$ cat src/rtl/cbc_pkg.sv
package cbc_pkg;

    localparam int CTRL_W       = 3;
    localparam int ROM_CNT_W    = 10;
    localparam int RAM_CNT_W    = 5;
    localparam int CFG_DATA_W   = 10;
    localparam int CFG_IDX_W    = 2;
    localparam int ADDR_W       = 16;
    localparam int DATA_W       = 8;
    localparam int ROM_BANK_W   = 9;
    localparam int RAM_BANK_W   = 4;
    localparam int RTC_IDX_W    = 4;
    localparam int OFFSET_W     = 13;
    localparam int MBC1_BANK_W  = 7;

    localparam logic [CFG_IDX_W-1:0] CFG_CTRL_TYPE  = 2'd0;
    localparam logic [CFG_IDX_W-1:0] CFG_ROM_COUNT  = 2'd1;
    localparam logic [CFG_IDX_W-1:0] CFG_RAM_COUNT  = 2'd2;

    localparam logic [CTRL_W-1:0] CT_MBC1 = 3'd1;
    localparam logic [CTRL_W-1:0] CT_MBC2 = 3'd2;
    localparam logic [CTRL_W-1:0] CT_MBC3 = 3'd3;
    localparam logic [CTRL_W-1:0] CT_MBC5 = 3'd5;

    localparam logic [CTRL_W-1:0]     CTRL_TYPE_RST  = 3'd0;
    localparam logic [ROM_CNT_W-1:0]  ROM_COUNT_RST  = 10'd2;
    localparam logic [RAM_CNT_W-1:0]  RAM_COUNT_RST  = 5'd1;
    localparam logic [ROM_CNT_W-1:0]  MAX_ROM_BANKS  = 10'd512;

    localparam logic [ADDR_W-1:0]     WINDOW_BASE    = 16'hA000;
    localparam logic [3:0]            ENABLE_CODE    = 4'hA;
    localparam logic [RTC_IDX_W-1:0]  RTC_FIRST      = 4'd8;
    localparam logic [RTC_IDX_W-1:0]  RTC_LAST       = 4'd12;
    localparam logic [3:0]            RAM_CODE_LAST  = 4'd3;

    typedef struct packed {
        logic [CTRL_W-1:0]    ctrl_type;
        logic [ROM_CNT_W-1:0] rom_bank_count;
        logic [RAM_CNT_W-1:0] ram_bank_count;
    } cfg_t;

    typedef struct packed {
        logic [ROM_BANK_W-1:0] rom_bank;
        logic [RAM_BANK_W-1:0] ram_bank;
        logic                  ram_enabled;
        logic                  rtc_selected;
        logic [RTC_IDX_W-1:0]  rtc_register;
        logic [OFFSET_W-1:0]   ram_offset;
        logic                  latch_strobe;
        logic [DATA_W-1:0]     latch_value;
        logic                  bad_bank;
    } res_t;

endpackage

$ cat src/rtl/cbc_if.sv
interface cbc_req_if
    import cbc_pkg::*;
();
    logic              valid;
    logic              ready;
    logic              func;
    logic [ADDR_W-1:0] address;
    logic [DATA_W-1:0] value;

    modport source (output valid, output func, output address, output value, input ready);
    modport sink   (input valid, input func, input address, input value, output ready);
endinterface

interface cbc_rsp_if
    import cbc_pkg::*;
();
    logic                  valid;
    logic                  ready;
    logic [ROM_BANK_W-1:0] rom_bank;
    logic [RAM_BANK_W-1:0] ram_bank;
    logic                  ram_enabled;
    logic                  rtc_selected;
    logic [RTC_IDX_W-1:0]  rtc_register;
    logic [OFFSET_W-1:0]   ram_offset;
    logic                  latch_strobe;
    logic [DATA_W-1:0]     latch_value;
    logic                  bad_bank;

    modport source (
        output valid, output rom_bank, output ram_bank, output ram_enabled,
        output rtc_selected, output rtc_register, output ram_offset,
        output latch_strobe, output latch_value, output bad_bank,
        input  ready
    );
    modport sink (
        input  valid, input rom_bank, input ram_bank, input ram_enabled,
        input  rtc_selected, input rtc_register, input ram_offset,
        input  latch_strobe, input latch_value, input bad_bank,
        output ready
    );
    modport monitor (
        input  valid, input rom_bank, input ram_bank, input ram_enabled,
        input  rtc_selected, input rtc_register, input ram_offset,
        input  latch_strobe, input latch_value, input bad_bank,
        input  ready
    );
endinterface

$ cat src/rtl/cbc_cfg_regs.sv
module cbc_cfg_regs
    import cbc_pkg::*;
(
    input  logic                  clk,
    input  logic                  rst_n,
    input  logic                  cfg_wr_en,
    input  logic [CFG_IDX_W-1:0]  cfg_index,
    input  logic [CFG_DATA_W-1:0] cfg_data,
    output cfg_t                  cfg
);

    cfg_t cfg_reg;
    cfg_t cfg_next;

    always_comb
    begin
        cfg_next = cfg_reg;
        if (cfg_wr_en)
        begin
            case (cfg_index)
                CFG_CTRL_TYPE: cfg_next.ctrl_type      = cfg_data[CTRL_W-1:0];
                CFG_ROM_COUNT: cfg_next.rom_bank_count = cfg_data[ROM_CNT_W-1:0];
                CFG_RAM_COUNT: cfg_next.ram_bank_count = cfg_data[RAM_CNT_W-1:0];
                default:       cfg_next = cfg_reg;
            endcase
        end
    end

    always_ff @(posedge clk or negedge rst_n)
    begin
        if (!rst_n)
        begin
            cfg_reg.ctrl_type      <= CTRL_TYPE_RST;
            cfg_reg.rom_bank_count <= ROM_COUNT_RST;
            cfg_reg.ram_bank_count <= RAM_COUNT_RST;
        end
        else
        begin
            cfg_reg <= cfg_next;
        end
    end

    assign cfg = cfg_reg;

endmodule

$ cat src/rtl/cbc_mapper.sv
module cbc_mapper
    import cbc_pkg::*;
(
    input  logic              clk,
    input  logic              rst_n,
    input  cfg_t              cfg,
    input  logic              fire,
    input  logic              func,
    input  logic [ADDR_W-1:0] address,
    input  logic [DATA_W-1:0] value,
    output res_t              res
);

    logic [MBC1_BANK_W-1:0] mbc1_bank_reg,  mbc1_bank_next;
    logic                   mbc1_mode_reg,  mbc1_mode_next;
    logic [ROM_BANK_W-1:0]  mbc5_bank_reg,  mbc5_bank_next;
    logic [ROM_BANK_W-1:0]  rom_bank_reg,   rom_bank_next;
    logic [RAM_BANK_W-1:0]  ram_bank_reg,   ram_bank_next;
    logic                   ram_en_reg,     ram_en_next;
    logic                   rtc_mode_reg,   rtc_mode_next;
    logic [RTC_IDX_W-1:0]   rtc_idx_reg,    rtc_idx_next;

    logic [ROM_CNT_W-1:0]   eff_count;
    logic                   ctrl_write;
    logic [2:0]             region;
    logic                   enable_code;
    logic [4:0]             mbc1_low;
    logic [MBC1_BANK_W-1:0] mbc1_lo_cand;
    logic [MBC1_BANK_W-1:0] mbc1_hi_cand;
    logic [6:0]             mbc3_bank;
    logic [3:0]             code;
    logic [ROM_BANK_W-1:0]  mbc5_cand;
    logic [ADDR_W-1:0]      window_diff;
    logic                   strobe;
    logic [DATA_W-1:0]      lval;
    logic                   bad;

    function automatic logic [MBC1_BANK_W-1:0] mbc1_fix(
        input logic [MBC1_BANK_W-1:0] bank,
        input logic [ROM_CNT_W-1:0]   count
    );
        return ({{(ROM_CNT_W-MBC1_BANK_W){1'b0}}, bank} >= count)
            ? MBC1_BANK_W'(1) : bank;
    endfunction

    assign eff_count    = (cfg.rom_bank_count > MAX_ROM_BANKS) ? MAX_ROM_BANKS
                                                                : cfg.rom_bank_count;
    assign ctrl_write   = !func && !address[ADDR_W-1];
    assign region       = address[14:12];
    assign enable_code  = (value[3:0] == ENABLE_CODE);
    assign mbc1_low     = (value[4:0] == 5'd0) ? 5'd1 : value[4:0];
    assign mbc1_lo_cand = mbc1_fix({mbc1_bank_reg[6:5], mbc1_low}, eff_count);
    assign mbc1_hi_cand = mbc1_fix({value[1:0], mbc1_bank_reg[4:0]}, eff_count);
    assign mbc3_bank    = (value[6:0] == 7'd0) ? 7'd1 : value[6:0];
    assign code         = value[3:0];
    assign mbc5_cand    = region[0] ? {value[0], mbc5_bank_reg[7:0]}
                                    : {mbc5_bank_reg[8], value};
    assign window_diff  = address - WINDOW_BASE;

    always_comb
    begin
        mbc1_bank_next = mbc1_bank_reg;
        mbc1_mode_next = mbc1_mode_reg;
        mbc5_bank_next = mbc5_bank_reg;
        rom_bank_next  = rom_bank_reg;
        ram_bank_next  = ram_bank_reg;
        ram_en_next    = ram_en_reg;
        rtc_mode_next  = rtc_mode_reg;
        rtc_idx_next   = rtc_idx_reg;
        strobe         = 1'b0;
        lval           = '0;
        bad            = 1'b0;
        if (ctrl_write)
        begin
            case (cfg.ctrl_type)
                CT_MBC1:
                begin
                    case (region) inside
                        3'd0, 3'd1: ram_en_next = enable_code;
                        3'd2, 3'd3:
                        begin
                            mbc1_bank_next = mbc1_lo_cand;
                            rom_bank_next  = {2'b00, mbc1_lo_cand};
                        end
                        3'd4, 3'd5:
                        begin
                            if (!mbc1_mode_reg)
                            begin
                                mbc1_bank_next = mbc1_hi_cand;
                                rom_bank_next  = {2'b00, mbc1_hi_cand};
                            end
                            else
                            begin
                                ram_bank_next = {2'b00, value[1:0]};
                            end
                        end
                        default: mbc1_mode_next = value[0];
                    endcase
                end
                CT_MBC2:
                begin
                    case (region) inside
                        3'd0, 3'd1: ram_en_next = !address[8];
                        3'd2, 3'd3:
                        begin
                            if (address[8])
                                rom_bank_next = {5'd0, value[3:0]};
                        end
                        default: ;
                    endcase
                end
                CT_MBC3:
                begin
                    case (region) inside
                        3'd0, 3'd1: ram_en_next = enable_code;
                        3'd2, 3'd3: rom_bank_next = {2'b00, mbc3_bank};
                        3'd4, 3'd5:
                        begin
                            if (code <= RAM_CODE_LAST)
                            begin
                                ram_bank_next = code;
                                rtc_mode_next = 1'b0;
                            end
                            else if (code >= RTC_FIRST && code <= RTC_LAST)
                            begin
                                rtc_idx_next  = code;
                                rtc_mode_next = 1'b1;
                            end
                        end
                        default:
                        begin
                            strobe = 1'b1;
                            lval   = value;
                        end
                    endcase
                end
                CT_MBC5:
                begin
                    case (region) inside
                        3'd0, 3'd1: ram_en_next = enable_code;
                        3'd2, 3'd3:
                        begin
                            mbc5_bank_next = mbc5_cand;
                            rom_bank_next  = mbc5_cand;
                            bad            = ({1'b0, mbc5_cand} >= eff_count);
                        end
                        3'd4, 3'd5:
                        begin
                            if ({1'b0, code} < cfg.ram_bank_count)
                                ram_bank_next = code;
                        end
                        default: ;
                    endcase
                end
                default: ;
            endcase
        end
    end

    always_comb
    begin
        res.rom_bank     = rom_bank_next;
        res.ram_bank     = ram_bank_next;
        res.ram_enabled  = ram_en_next;
        res.rtc_selected = (cfg.ctrl_type == CT_MBC3) && rtc_mode_next;
        res.rtc_register = res.rtc_selected ? rtc_idx_next : '0;
        res.ram_offset   = func ? window_diff[OFFSET_W-1:0] : '0;
        res.latch_strobe = strobe;
        res.latch_value  = lval;
        res.bad_bank     = bad;
    end

    always_ff @(posedge clk or negedge rst_n)
    begin
        if (!rst_n)
        begin
            mbc1_bank_reg <= MBC1_BANK_W'(1);
            mbc1_mode_reg <= 1'b0;
            mbc5_bank_reg <= ROM_BANK_W'(1);
            rom_bank_reg  <= ROM_BANK_W'(1);
            ram_bank_reg  <= '0;
            ram_en_reg    <= 1'b0;
            rtc_mode_reg  <= 1'b0;
            rtc_idx_reg   <= RTC_FIRST;
        end
        else if (fire)
        begin
            mbc1_bank_reg <= mbc1_bank_next;
            mbc1_mode_reg <= mbc1_mode_next;
            mbc5_bank_reg <= mbc5_bank_next;
            rom_bank_reg  <= rom_bank_next;
            ram_bank_reg  <= ram_bank_next;
            ram_en_reg    <= ram_en_next;
            rtc_mode_reg  <= rtc_mode_next;
            rtc_idx_reg   <= rtc_idx_next;
        end
    end

endmodule

$ cat src/rtl/cartridge_bank_controller.sv
// Cartridge bank controller (MBC types 1, 2, 3, 5; other types do no banking).
// req channel: one request per bus access; func 0 is a control write to
//   0x0000-0x7FFF, func 1 is an access to the external window.
// rsp channel: one response per request, in order, with the mapping that holds
//   after the request: ROM/RAM bank, RAM enable, RTC routing, window offset,
//   clock latch strobe and bad-bank flag.
// cfg port: cfg_wr_en/cfg_index/cfg_data set controller type, ROM and RAM bank
//   counts; user writes them only while no request is in flight (unchecked).
// Throughput: one request per cycle when not stalled; the bank decode is a
//   single combinational pass between the request and response registers.
// Stall: while rsp.ready is low the response holds; one more request is taken
//   into the request register, then req.ready drops until rsp drains.
// Reset: ROM bank 1, RAM bank 0, RAM disabled, RTC unmapped with index 8,
//   type 0, ROM count 2, RAM count 1; both channels empty.
module cartridge_bank_controller
    import cbc_pkg::*;
(
    input  logic                  clk,
    input  logic                  rst_n,
    input  logic                  cfg_wr_en,
    input  logic [CFG_IDX_W-1:0]  cfg_index,
    input  logic [CFG_DATA_W-1:0] cfg_data,
    cbc_req_if.sink               req,
    cbc_rsp_if.source             rsp
);

    cfg_t              cfg;
    res_t              res;

    logic              in_vld_reg, in_vld_next;
    logic              in_func_reg;
    logic [ADDR_W-1:0] in_addr_reg;
    logic [DATA_W-1:0] in_value_reg;
    logic              out_vld_reg, out_vld_next;
    res_t              out_res_reg;
    logic              accept;
    logic              advance;

    cbc_cfg_regs u_cfg (
        .clk       (clk),
        .rst_n     (rst_n),
        .cfg_wr_en (cfg_wr_en),
        .cfg_index (cfg_index),
        .cfg_data  (cfg_data),
        .cfg       (cfg)
    );

    cbc_mapper u_mapper (
        .clk     (clk),
        .rst_n   (rst_n),
        .cfg     (cfg),
        .fire    (advance),
        .func    (in_func_reg),
        .address (in_addr_reg),
        .value   (in_value_reg),
        .res     (res)
    );

    assign advance   = in_vld_reg && (!out_vld_reg || rsp.ready);
    assign req.ready = !in_vld_reg || advance;
    assign accept    = req.valid && req.ready;

    always_comb
    begin
        in_vld_next = in_vld_reg;
        if (accept)
            in_vld_next = 1'b1;
        else if (advance)
            in_vld_next = 1'b0;

        out_vld_next = out_vld_reg;
        if (advance)
            out_vld_next = 1'b1;
        else if (rsp.ready)
            out_vld_next = 1'b0;
    end

    always_ff @(posedge clk or negedge rst_n)
    begin
        if (!rst_n)
        begin
            in_vld_reg  <= 1'b0;
            out_vld_reg <= 1'b0;
        end
        else
        begin
            in_vld_reg  <= in_vld_next;
            out_vld_reg <= out_vld_next;
        end
    end

    always_ff @(posedge clk)
    begin
        if (accept)
        begin
            in_func_reg  <= req.func;
            in_addr_reg  <= req.address;
            in_value_reg <= req.value;
        end
        if (advance)
            out_res_reg <= res;
    end

    assign rsp.valid        = out_vld_reg;
    assign rsp.rom_bank     = out_res_reg.rom_bank;
    assign rsp.ram_bank     = out_res_reg.ram_bank;
    assign rsp.ram_enabled  = out_res_reg.ram_enabled;
    assign rsp.rtc_selected = out_res_reg.rtc_selected;
    assign rsp.rtc_register = out_res_reg.rtc_register;
    assign rsp.ram_offset   = out_res_reg.ram_offset;
    assign rsp.latch_strobe = out_res_reg.latch_strobe;
    assign rsp.latch_value  = out_res_reg.latch_value;
    assign rsp.bad_bank     = out_res_reg.bad_bank;

endmodule

$ cat src/flat_wrapper.sv
// flat-port wrapper written by rule: the top's interface ports become plain ports
module cartridge_bank_controller_flat import cbc_pkg::*;
  (clk, rst_n, cfg_wr_en, cfg_index, cfg_data, req_valid, req_func, req_address, req_value, req_ready, rsp_valid, rsp_rom_bank, rsp_ram_bank, rsp_ram_enabled, rsp_rtc_selected, rsp_rtc_register, rsp_ram_offset, rsp_latch_strobe, rsp_latch_value, rsp_bad_bank, rsp_ready);
  cbc_req_if req_i ();
  cbc_rsp_if rsp_i ();
  input  logic clk;
  input  logic rst_n;
  input  logic cfg_wr_en;
  input  logic [CFG_IDX_W-1:0] cfg_index;
  input  logic [CFG_DATA_W-1:0] cfg_data;
  input wire logic [$bits(req_i.valid)-1:0] req_valid;
  input wire logic [$bits(req_i.func)-1:0] req_func;
  input wire logic [$bits(req_i.address)-1:0] req_address;
  input wire logic [$bits(req_i.value)-1:0] req_value;
  output wire logic [$bits(req_i.ready)-1:0] req_ready;
  output wire logic [$bits(rsp_i.valid)-1:0] rsp_valid;
  output wire logic [$bits(rsp_i.rom_bank)-1:0] rsp_rom_bank;
  output wire logic [$bits(rsp_i.ram_bank)-1:0] rsp_ram_bank;
  output wire logic [$bits(rsp_i.ram_enabled)-1:0] rsp_ram_enabled;
  output wire logic [$bits(rsp_i.rtc_selected)-1:0] rsp_rtc_selected;
  output wire logic [$bits(rsp_i.rtc_register)-1:0] rsp_rtc_register;
  output wire logic [$bits(rsp_i.ram_offset)-1:0] rsp_ram_offset;
  output wire logic [$bits(rsp_i.latch_strobe)-1:0] rsp_latch_strobe;
  output wire logic [$bits(rsp_i.latch_value)-1:0] rsp_latch_value;
  output wire logic [$bits(rsp_i.bad_bank)-1:0] rsp_bad_bank;
  input wire logic [$bits(rsp_i.ready)-1:0] rsp_ready;
  assign req_i.valid = req_valid;
  assign req_i.func = req_func;
  assign req_i.address = req_address;
  assign req_i.value = req_value;
  assign req_ready = req_i.ready;
  assign rsp_valid = rsp_i.valid;
  assign rsp_rom_bank = rsp_i.rom_bank;
  assign rsp_ram_bank = rsp_i.ram_bank;
  assign rsp_ram_enabled = rsp_i.ram_enabled;
  assign rsp_rtc_selected = rsp_i.rtc_selected;
  assign rsp_rtc_register = rsp_i.rtc_register;
  assign rsp_ram_offset = rsp_i.ram_offset;
  assign rsp_latch_strobe = rsp_i.latch_strobe;
  assign rsp_latch_value = rsp_i.latch_value;
  assign rsp_bad_bank = rsp_i.bad_bank;
  assign rsp_i.ready = rsp_ready;
  cartridge_bank_controller u_core (.clk(clk), .rst_n(rst_n), .cfg_wr_en(cfg_wr_en), .cfg_index(cfg_index), .cfg_data(cfg_data), .req(req_i), .rsp(rsp_i));
endmodule
$ cat config.mk
export PLATFORM = sky130hd
export DESIGN_NAME = cartridge_bank_controller_flat
export DESIGN_NICKNAME = d
export VERILOG_FILES = /design/src/rtl/cbc_pkg.sv /design/src/rtl/cbc_if.sv /design/src/rtl/cbc_cfg_regs.sv /design/src/rtl/cbc_mapper.sv /design/src/rtl/cartridge_bank_controller.sv /design/src/flat_wrapper.sv
export SDC_FILE = /design/constraint.sdc
export NUM_CORES = 1
export LEC_CHECK = 0
export BUFFER_PORTS_ARGS = -buffer_cell sky130_fd_sc_hd__buf_2
export CAP_MARGIN = 20
export CORE_MARGIN = 1.5
export CORE_UTILIZATION = 31
export CTS_CLUSTER_DIAMETER = 80
export CTS_CLUSTER_SIZE = 14
export DETAILED_ROUTE_END_ITERATION = 6
export GPL_ROUTABILITY_DRIVEN = 0
export SKIP_CTS_REPAIR_TIMING = 1
export SLEW_MARGIN = 15
export SYNTH_ARGS = -nofsm -noshare
export SYNTH_HDL_FRONTEND = slang
export SYNTH_SLANG_ARGS = --single-unit
export TNS_END_PERCENT = 5
$ cat constraint.sdc
create_clock -name clk -period 3.8 [get_ports clk]
set_input_delay 0.57 -clock clk [delete_from_list [all_inputs] [get_ports clk]]
set_output_delay 0.57 -clock clk [all_outputs]
set_load 0.05 [all_outputs]
# Word level (Yosys, flattened, before mapping)
# Index checks and enable logic that the tools add are counted.
# classes
n_addsub	1
magnitude_cmp	8
eq_ne	13
mux	59
n_bitwise	6
n_reduce_logical	32
# op_table
cell	count
$mux 9	13
$mux 4	20
$mux 7	6
$pmux 9 s4	1
$ge 7x10->1	2
$mux 1	15
$sub 13x1->13 const B	1
$eq 3x2->1 const B	4
$pmux 4 s3	1
$reduce_and 6->1	2
$ge 9x10->1	1
$gt 10x10->1 const B	1
$mux 10	1
$eq 3x3->1 const B	3
$reduce_or 8->1	1
$logic_not 7->1	1
$eq 3x1->1 const B	2
$not 1->1	6
$reduce_and 2->1	3
$reduce_bool 2->1	3
$reduce_or 2->1	3
$reduce_or 6->1	1
$logic_and 1x1->1	5
$logic_not 1->1	5
other kinds (17)	18
# totals
reg_bits	123
inputBits	42
output_inout_bits	44
wordCells	144

# Longest topological paths before layout
# Gate-level depths: netlist of run 1.
# logic_depth
depth_word	10
ltp_mapped	12

# Hierarchy
# From an unflattened synthesis of run 1, not the netlist that was laid out.
# unflattened
hier_cells	581
hier_area_um2	6553.8
# by_module_without_submodules
module	instances	cells_per_inst	area_each_um2	seq_area_each_um2
cbc_mapper	1	466	3706.1	905.9
cartridge_bank_controller	1	75	2115.8	2062.0
cbc_cfg_regs	1	40	732.0	452.9

# Worst setup path before layout of run 1
# Ideal clock, no wire load.
# synth_timing
path_type	register to register
start	reg u_core.out_vld_reg, in the netlist u_core.rsp.valid
end	reg u_core.u_mapper.rom_bank_reg[4]
setup_ns	0.127
arrival_time_ns	2.754
setup_slack_ns	0.919
stages_incl_launch_ff	7
path_buffers	1
period_less_slack_ns	2.881
cell_sequence	dfrtp_1 -> nand2b_1 -> nand2_1 -> inv_2 -> buf_1 -> nand3_1 -> o2bb2ai_1
# synth_between
elab_chain_len	3
# synth_rtl
item	line	text
start, declared	cartridge_bank_controller.sv:34	logic out_vld_reg, out_vld_next;
start signal, assigned	cartridge_bank_controller.sv:88	out_vld_reg <= out_vld_next;
$logic_not 1->1	cartridge_bank_controller.sv:59	assign advance = in_vld_reg && (!out_vld_reg || rsp.ready);
$logic_or 1x1->1	cartridge_bank_controller.sv:59	
$logic_and 1x1->1	cartridge_bank_controller.sv:59	
named net u_core.advance	cartridge_bank_controller.sv:37	logic advance;
end signal, assigned	cbc_mapper.sv:191	rom_bank_reg <= rom_bank_next;
end, declared	cbc_mapper.sv:17	logic [ROM_BANK_W-1:0] rom_bank_reg, rom_bank_next;
# The timed path passes the listed nets, and every way through them passes these cells.
# A chain may end at the register's enable or synchronous reset.

==> reports/metrics.yaml, run 1 <==
status: "complete, no violations"
fin_hold_ws_ns: 0.0670
core-area_mm2: 0.0197
design.die.area_mm2: 0.0211
initial_core_util: 0.319
worst_slew_pin_slew_ns: 0.802
max_freq_mhz: 328
ys_types: 64
r2r_start: "u_core.u_cfg.cfg[12]$_DFFE_PN0P_"
antenna_cells: 0
synth_ff_type: "edfxtp_1"
grt_pass1_wl_mm: 26.3
place_hpwl_mm: 11.9
largest_reg_flops: 18
path_class: "register to register"
startpoint_type: "register"
rsz0062_at_grt: "false"
globalRouteTotalUtil: 0.162
synthCells: 560
synth_edf_count: 67
grt_pass1_vias: 4686
layout_common_cells: "85 x buf_2, 67 x edfxtp_1, 50 x dfrtp_1, 47 x nor2_1, 41 x nand2_1"
peakVddDrop_mv: 0.320
drt_iter0_drc: 449
final_common_cell: "buf_2"
post-route-period-util: 0.803
post-route-util: 0.388
routed_via_density: 5.13
totalWireLength_mm: 16.7
drtAntennaViolNets: 0
nets: 719
dp.cells: 896
n_fill_cell: 1940
ys_ff_latch: 123
cts_buffers: 17
vias: 4764
cp.required_ns: 4.07
die_w_um: 145
cts_root_buffer: "clkbuf_16"
crit_path_end_kind: "register"
die_h_um: 145
dr.pass1.iters: 6
power_density_mw_per_mm2: 556
overflow: 0
period_needed_ns: 3.05
setup_viol: 0
drive_gt1_frac: 0.258
clk_latency_ns: 0.43
p_switching_mw: 1.34
cts_buffer_depth: 2
dp_slack_ns: 0.806
num_rows: 51
syn_area_per_cell_um2: 11.2
cp.arrival_ns: 3.32
hold_violations: 0
r2r_cells: 12
io_pins: 86
postSynth.asyncResetShare: 0.455
worstReg2RegEnd: "u_core.rsp.rom_bank[1]$_DFFE_PP_"
clkPwrFrac: 0.373
yosys.area.top_type_share: 0.321
area_growth_pct: 21.5
clkTransAtPathRegs_ns: 0.06
yosysWarnings: 0
r2r_slack_ns: 0.75
syn_area_mm2: 0.00627
clkSinkCount: 123
combinationalPowerShare: 0.207
antenna_found_initial: 0
p_int_mw: 2.89
synthTopCellsByArea: "edfxtp_1 32%, dfrtp_1 20%, ha_1 5.2%, mux2_2 4.8%, nor2_1 2.8%"
synth_top_area_cell: "edfxtp_1"
holdCritPathClass: "primary input to async pin"
tns_ns: 0
ys_seq_area_frac: 0.545
cap_violations: 0
portBuffers: 85
sw_frac_of_total: 0.317
layout_setup_ws_ns: 0.749
tritoncts: "built"
final_cells: 929
max_slew_margin: 0.458
pwr-share-seq: 0.420
p_leak_nw: 3.17
skew_ns: 0.00840
htreeDepth: 4
wl_per_cell_um: 18.0
crit_fanout: 5
drc: 0
slew_violations: 0
grt_start_max_net_pins: 43
syn_nets: 628
==> layer usage <==
metal  vias to the layer above  GRT usage  part of all wire
met4                         0     0.0577             0.017
met1                      2305      0.224              0.48
li1                       2258          -                 -
met5                         -          0                 0
met2                       179      0.247              0.44
met3                        22     0.0384             0.061
==> area by class of cell <==
| type | count | area [um2] | area share |
|---|---|---|---|
| clock buffer | 18 | 429 | 0.0563 |
| clock inverter | 14 | 148 | 0.0194 |
| inverter | 16 | 60.1 | 0.00788 |
| multi-input combinational | 392 | 2670 | 0.350 |
| sequential | 123 | 3420 | 0.449 |
| tap | 265 | 332 | 0.0435 |
| timing repair buffer | 101 | 566 | 0.0742 |
==> power groups by stage <==
stage               Combinational (mW)  Sequential (mW)  Clock [mW]
floorplan                        0.502             1.89           0
global placement                 0.854             1.80           0
detailed placement               0.868             1.80           0
CTS                              0.874             1.78        1.60
global route                     0.963             1.80        1.66
finish                           0.876             1.78        1.58
==> kinds of logic after synthesis <==
| group | count (synthesis) | synth area share |
|---|---|---|
| AND/OR/NAND/NOR | 203 | 0.170 |
| AO/OA/AOI/OAI | 126 | 0.139 |
| flip-flops | 123 | 0.545 |
| buffers and inverters | 45 | 0.0293 |
| multiplexers | 36 | 0.0628 |
| adder cells (fa/ha/maj) | 26 | 0.0519 |
| XOR/XNOR | 1 | 0.00140 |
==> worst max-delay path, stage by stage, from the launching register on <==
cell and delay, ns:
dfrtp_1 0.41, nor4_1 0.28, nand2_1 0.08, o41ai_1 0.24
nand2_1 0.16, ha_1 0.35, a41o_1 0.19, a21oi_1 0.09
o21ai_0 0.17, nor2_1 0.40, a21oi_1 0.13, o211a_1 0.24
o21ai_0 0.14
==> per-stage QoR <==
stage / area (um2) / power (mW)
after floorplan: 6270 / 2.39
after global placement: 7010 / 2.65
after detailed placement: 7030 / 2.67
after CTS: 7600 / 4.25
after global routing: 7620 / 4.43
final: 7620 / 4.24
==> how the worst max path moves through the flow <==
stage	startpoint	end	depth (start not counted)	slack (ns)
after floorplan	u_core.rsp.valid$_DFFE_PN0P_	u_core.u_mapper.rom_bank_reg[4]$_DFFE_PN0P_	6	0.92
after global placement	u_core.u_cfg.cfg[12]$_DFFE_PN0P_	u_core.rsp.rom_bank[2]$_DFFE_PP_	12	0.85
after detailed placement	u_core.u_cfg.cfg[12]$_DFFE_PN0P_	u_core.rsp.rom_bank[2]$_DFFE_PP_	12	0.81
after CTS	u_core.u_cfg.cfg[12]$_DFFE_PN0P_	u_core.rsp.rom_bank[2]$_DFFE_PP_	12	0.78
after global routing	u_core.u_cfg.cfg[12]$_DFFE_PN0P_	u_core.rsp.rom_bank[2]$_DFFE_PP_	12	0.39
final	u_core.u_cfg.cfg[12]$_DFFE_PN0P_	u_core.rsp.rom_bank[1]$_DFFE_PP_	12	0.75
==> synthesized netlist by cell type (7+ instances only) <==
library cell  instances
edfxtp_1             67
dfrtp_1              50
nor2_1               47
nand2_1              41
a21oi_1              28
mux2_2               27
ha_1                 26
nand2b_1             26
o21ai_0              22
and2_1               21
clkbuf_1             18
inv_1                15
and3_1               13
nand3_1              12
a211oi_1             10
buf_2                 9
mux2i_1               9
a22o_1                7
nor2b_1               7
Power figures use the tool's default switching activity.
==> run 2, diff against run 1 <==
ABC_AREA = 1   (was unset)
clock period = 2.6 ns   (was 3.8 ns; I/O delays follow)
==> reports/metrics.yaml, run 2 <==
status: "finished, violations left"
violations: "setup timing"
max_stage_delay_ns: 0.39  # -0.02 ns
layout_setup_ws_ns: -0.121  # -0.870 ns
design.die.area_mm2: 0.0213  # +1.1%
portBuffers: 85  # unchanged
cts_buffer_depth: 2  # unchanged
core-area_mm2: 0.0202  # +2.6%
crit_cells: 20  # +8
power_density_mw_per_mm2: 852  # +53%
ys_ff_latch: 123  # unchanged
fin_area_mm2: 0.00826  # +8.3%
max_slew_margin: 0.540  # +0.0820
die_h_um: 146  # +0.56%
drtAntennaViolNets: 0  # unchanged
grt_start_max_net_pins: 37  # -14%
cp.arrival_ns: 2.89  # -0.43 ns
total_power_mw: 7.04  # +66%
area_growth_pct: 30.1
largest_reg_flops: 18  # unchanged
slew_violations: 0  # unchanged
wl_per_cell_um: 15.0  # -17%
clkSinkCount: 123  # unchanged
critPathMostFrequentCell: "nand2_1"
clk_latency_ns: 0.42  # about the same
p_leak_nw: 3.90  # +23%
yosys-top-cells-count: "198 x nand2_1, 100 x inv_1, 67 x edfxtp_1"
hold_violations: 0  # unchanged
path_cells: "nor4_1 -> a31oi_1 -> inv_2 -> nand2_4 -> ha_4 -> nand2_2 -> nor2_2 -> nand2_1 -> nand2_1 -> nand2_1 -> nand2_2 -> nand2_4 -> nand2_2 -> nand2_1 -> nand2_1 -> nand2_1 -> nand2_1 -> nand2_1 -> nand2_1 -> nand2_2"
seq_area_mm2: 0.00342  # unchanged
dr.pass1.iters: 5  # -1
path_class: "register to register"
worst_slew_pin_slew_ns: 0.690  # -0.112 ns
vias: 5223  # +9.6%
cts_buffers: 17  # unchanged
yosysWarnings: 0  # unchanged
syn_nets: 774  # +23%
globalRouteTotalUtil: 0.167  # +0.00502
post-route-period-util: 1.05  # +0.244
totalWireLength_mm: 16.9  # +1.3%
grt_pass1_wl_mm: 27.0  # +2.8%
peakVddDrop_mv: 0.496  # +55%
synth_top_area_cell: "edfxtp_1"
crit_slowest_cell: "dfrtp_1"
setup_viol: 15  # +15
clkTransAtPathRegs_ns: 0.06  # about the same
cp.required_ns: 2.77  # -1.30 ns
synth_ff_type: "edfxtp_1"
io_pins: 86  # unchanged
n_fill_cell: 2035  # +4.9%
ys_types: 45  # -30%
crit_buf_inv: 1  # +1
htreeDepth: 4  # unchanged
drc: 0  # unchanged
overflow: 0  # unchanged
antenna_found_initial: 0  # unchanged
max_freq_mhz: 368  # +12%
syn_area_per_cell_um2: 8.99  # -20%
multi_input_area_mm2: 0.00263  # -1.4%
tns_ns: -0.954  # -0.954 ns
startpoint_type: "register"
die_w_um: 146  # +0.56%
nets: 915  # +27%
yosys.area.top_type_share: 0.317  # -0.00360
layout_common_cells: "182 x nand2_1, 97 x inv_1, 85 x buf_2, 67 x edfxtp_1, 55 x buf_4"
cts_root_buffer: "clkbuf_16"
postSynth.asyncResetShare: 0.455  # unchanged
initial_core_util: 0.315  # -0.00462
synthTopCellsByArea: "edfxtp_1 32%, dfrtp_1 20%, nand2_1 12%, inv_1 5.9%, ha_1 5.1%"
synth_edf_count: 67  # unchanged
ys_seq_area_frac: 0.539  # -0.00613
r2r_slack_ns: -0.12  # -0.87 ns
r2r_cells: 20  # +8
holdCritPathClass: "primary input to async pin"
syn_area_mm2: 0.00634  # +1.1%
final_common_cell: "nand2_1"
period_needed_ns: 2.72  # -0.330 ns
grt_pass1_vias: 4884  # +4.2%
synth.most_common_cell: "nand2_1"
fin_hold_ws_ns: 0.00271  # -0.0642 ns
skew_ns: 0.00922  # +0.000815 ns
drive_gt1_frac: 0.294  # +0.0367
place_hpwl_mm: 12.4  # +3.7%
antenna_cells: 0  # unchanged
critPathTopFamily: "simple AND/OR/NAND/NOR gates"
rsz0062_at_grt: "true"
num_rows: 52  # +2.0%
crit_path_end_kind: "register"
synthCells: 706  # +26%
dpl_cell_area_mm2: 0.00742  # +5.6%
drt_iter0_drc: 451  # +0.45%
cap_violations: 0  # unchanged
routed_via_density: 4.62  # -9.9%
crit_fanout: 8  # +3
tritoncts: "built"
run 2: cell type report:
class / instances / area share
multi-input combinational: 457 / 0.319
clock inverter: 11 / 0.0139
tap: 270 / 0.0409
clock buffer: 21 / 0.0584
sequential: 123 / 0.414
timing repair buffer: 142 / 0.105
inverter: 106 / 0.0482
run 2: power by group:
part           internal [mW]  switching (mW)  total (mW)
logic                  0.654            1.32        1.98
registers               2.47           0.228        2.70
clock network           1.51           0.853        2.36
run 2: cells by family after synthesis:
kind of cell             synth area share
AND/OR/NAND/NOR                     0.200
buffers and inverters              0.0789
flip-flops                          0.539
AO/OA/AOI/OAI                       0.113
adder cells (fa/ha/maj)            0.0513
multiplexers                       0.0177
run 2: worst paths after layout:
check / start / endpoint
setup / recovery: u_core.u_cfg.cfg[12]$_DFFE_PN0P_ / u_core.rsp.rom_bank[6]$_DFFE_PP_
setup reg to reg: u_core.u_cfg.cfg[12]$_DFFE_PN0P_ / u_core.rsp.rom_bank[6]$_DFFE_PP_
max in group asynchronous: rst_n / u_core.u_mapper.rtc_idx_reg[3]$_DFFE_PN1P_
min in group clk: req_value[1] / u_core.in_value_reg[1]$_DFFE_PP_
hold reg to reg: u_core.u_mapper.rtc_idx_reg[3]$_DFFE_PN1P_ / u_core.u_mapper.rtc_idx_reg[3]$_DFFE_PN1P_
hold / removal: rst_n / u_core.u_cfg.cfg[12]$_DFFE_PN0P_
run 2: stage by stage:
| step | utilization | worst slack [ns] | instances |
|---|---|---|---|
| 6_report | 0.409 | -0.121 | 1130 |
| 5_1_grt | 0.409 | -0.349 | 1130 |
| 4_1_cts | 0.398 | -0.193 | 1127 |
| 3_5_place_dp | 0.368 | -0.166 | 1095 |
| 3_3_place_gp | 0.368 | -0.120 | 1095 |
| 2_1_floorplan | - | 0.103 | 706 |
run 2: metal layers:
layer	GRT usage	vias to the layer above	routed length [um]
met2	0.251	163	7660
li1	-	2619	-
met5	0	-	0
met4	0.0631	0	276
met1	0.234	2419	8090
met3	0.0391	22	918
run 2: worst reg2reg max path: stages (launching register included):
cell and delay (ns):
dfrtp_1 0.39, nor4_1 0.27, a31oi_1 0.18, inv_2 0.21
nand2_4 0.11, ha_4 0.29, nand2_2 0.05, nor2_2 0.10
nand2_1 0.05, nand2_1 0.06, nand2_1 0.06, nand2_2 0.08
nand2_4 0.09, nand2_2 0.12, nand2_1 0.05, nand2_1 0.08
nand2_1 0.05, nand2_1 0.06, nand2_1 0.05, nand2_1 0.07
nand2_2 0.05
==> run 3, diff against run 2 <==
CORE_ASPECT_RATIO = 0.9   (was unset)
==> reports/metrics.yaml, run 3 (synthesis gave the netlist of run 2 again) <==
status: "finished, violations left"
violations: "setup timing"
num_rows: 49  # -5.8%
core-area_mm2: 0.0200  # -0.60%
io_pins: 86  # unchanged
p_switching_mw: 2.41  # +0.33%
clkSinkCount: 123  # unchanged
tritoncts: "built"
portBuffers: 85  # unchanged
post-route-util: 0.406  # -0.00333
path_class: "register to register"
drt_iter0_drc: 440  # -2.4%
cp.arrival_ns: 3.01  # +0.12 ns
place_hpwl_mm: 12.5  # +0.60%
cts_root_buffer: "clkbuf_16"
area_growth_pct: 28.3
totalWireLength_mm: 17.4  # +2.4%
globalRouteTotalUtil: 0.169  # +0.00253
power_density_mw_per_mm2: 840  # -1.5%
cts_buffers: 17  # unchanged
crit_fanout: 6  # -2
skew_ns: 0.0139  # +0.00469 ns
rsz0062_at_grt: "true"
fin_hold_ws_ns: 0.115  # +0.112 ns
layout_setup_ws_ns: -0.153  # -0.0319 ns
n_fill_cell: 1948  # -4.3%
clkTransAtPathRegs_ns: 0.06  # about the same
pwr-share-seq: 0.392  # +0.009
post-route-period-util: 1.06  # +0.0123
combinationalPowerShare: 0.284  # +0.003
clk_latency_ns: 0.42  # about the same
cp.required_ns: 2.86  # +0.09 ns
drtAntennaViolNets: 0  # unchanged
total_power_mw: 6.83  # -2.9%
setup_viol: 14  # -1
hold_violations: 0  # unchanged
largest_reg_flops: 18  # unchanged
clkPwrFrac: 0.324  # -0.012
multi_input_area_mm2: 0.00256  # -2.6%
sw_frac_of_total: 0.353  # +0.0114
wl_per_cell_um: 15.6  # +3.7%
grt_pass1_vias: 4939  # +1.1%
antenna_cells: 0  # unchanged
layout_common_cells: "187 x nand2_1, 97 x inv_1, 85 x buf_2, 67 x edfxtp_1, 53 x buf_4"
dr.pass1.iters: 5  # unchanged
drc: 0  # unchanged
initial_core_util: 0.316  # +0.00190
cts_buffer_depth: 2  # unchanged
die_w_um: 154  # +5.3%
seq_area_mm2: 0.00342  # unchanged
max_slew_margin: 0.466  # -0.0740
grt_pass1_wl_mm: 27.2  # +0.82%
worst_slew_pin_slew_ns: 0.801  # +0.112 ns
peakVddDrop_mv: 0.403  # -19%
nets: 915  # unchanged
p_leak_nw: 3.86  # -0.88%
vias: 5238  # +0.29%
overflow: 0  # unchanged
final_common_cell: "nand2_1"
routed_via_density: 4.70  # +1.6%
drive_gt1_frac: 0.279  # -0.0151
grt_start_max_net_pins: 57  # +54%
max_freq_mhz: 363  # -1.2%
period_needed_ns: 2.75  # +0.0319 ns
die_h_um: 139  # -5.0%
htreeDepth: 4  # unchanged
p_int_mw: 4.42  # -4.6%
holdCritPathClass: "primary input to async pin"
crit_path_end_kind: "register"
startpoint_type: "register"
slew_violations: 0  # unchanged
cap_violations: 0  # unchanged
r2r_slack_ns: -0.15  # -0.03 ns
antenna_found_initial: 0  # unchanged
design.die.area_mm2: 0.0213  # about the same
==> run 3: cell count changes in the layout (fill, tap and decap cells not counted), moves of 3 or more <==
| cell | before | now |
|---|---|---|
| nand2_1 | 182 | 187 |
| clkinv_4 | 1 | 5 |
| nor2_1 | 45 | 49 |
| nor2_2 | 11 | 7 |
| ha_1 | 19 | 22 |
| ha_4 | 7 | 4 |
| nand2_2 | 10 | 7 |
==> run 3: power groups by stage <==
stage | registers, mW | logic (mW) | clock network [mW]
floorplan | 3.06 | 0.888 | 0
global placement | 2.69 | 1.82 | 0
detailed placement | 2.70 | 1.85 | 0
CTS | 2.67 | 1.86 | 2.28
global route | 2.72 | 2.17 | 2.36
finish | 2.68 | 1.94 | 2.21
==> run 3: layout make-up <==
class,instances,share of cell area
Clock buffer,18,0.0527
Timing Repair Buffer,142,0.108
Tap cell,255,0.0392
Sequential cell,123,0.420
Multi-Input combinational cell,457,0.315
Inverter,106,0.0489
Clock inverter,14,0.0154
==> run 3: path summary, 6_finish.rpt <==
check,depth (start not counted),startpoint,end
max in group asynchronous,2,rst_n,u_core.u_cfg.cfg[8]$_DFFE_PN0P_
min reg2reg,2,u_core.u_mapper.rtc_idx_reg[3]$_DFFE_PN1P_,u_core.u_mapper.rtc_idx_reg[3]$_DFFE_PN1P_
min in group clk,1,req_address[6],u_core.in_addr_reg[6]$_DFFE_PP_
max reg2reg,19,u_core.u_cfg.cfg[12]$_DFFE_PN0P_,u_core.rsp.rom_bank[3]$_DFFE_PP_
min,2,rst_n,u_core.u_mapper.mbc5_bank_reg[5]$_DFFE_PN0P_
max,19,u_core.u_cfg.cfg[12]$_DFFE_PN0P_,u_core.rsp.rom_bank[3]$_DFFE_PP_
==> run 3: stage by stage <==
| step | setup slack, ns | TNS (ns) | area [um2] | std cells |
|---|---|---|---|---|
| floorplan | 0.103 | 0 | 6350 | 706 |
| global placement | -0.122 | -0.782 | 7420 | 1080 |
| detailed placement | -0.190 | -1.48 | 7420 | 1080 |
| CTS | -0.190 | -1.59 | 7970 | 1112 |
| global route | -0.360 | -5.00 | 8140 | 1115 |
| finish | -0.153 | -0.906 | 8140 | 1115 |
==> run 3: metal layers <==
| metal | vias to the layer above | wire length, um | global-route usage |
|---|---|---|---|
| li1 | 2617 | - | - |
| met1 | 2451 | 8330 | 0.240 |
| met2 | 152 | 7870 | 0.256 |
| met3 | 18 | 908 | 0.0409 |
| met4 | 0 | 235 | 0.0537 |
| met5 | - | 0 | 0 |
==> run 3: worst max-delay path, cell delays in order, from the launching register on <==
cell and delay, ns:
dfrtp_1 0.39, nor4_2 0.28, a31oi_1 0.16, inv_2 0.19, nand2_4 0.11, ha_4 0.25
a21oi_1 0.15, nor2_1 0.07, nor2_1 0.12, nand2_1 0.08, nand2_1 0.06, nand2_1 0.05
nand2_2 0.09, buf_4 0.12, nand2_1 0.06, nand3_1 0.08, nand2_1 0.05, nand2_1 0.07
nand2_1 0.07, a21boi_1 0.17
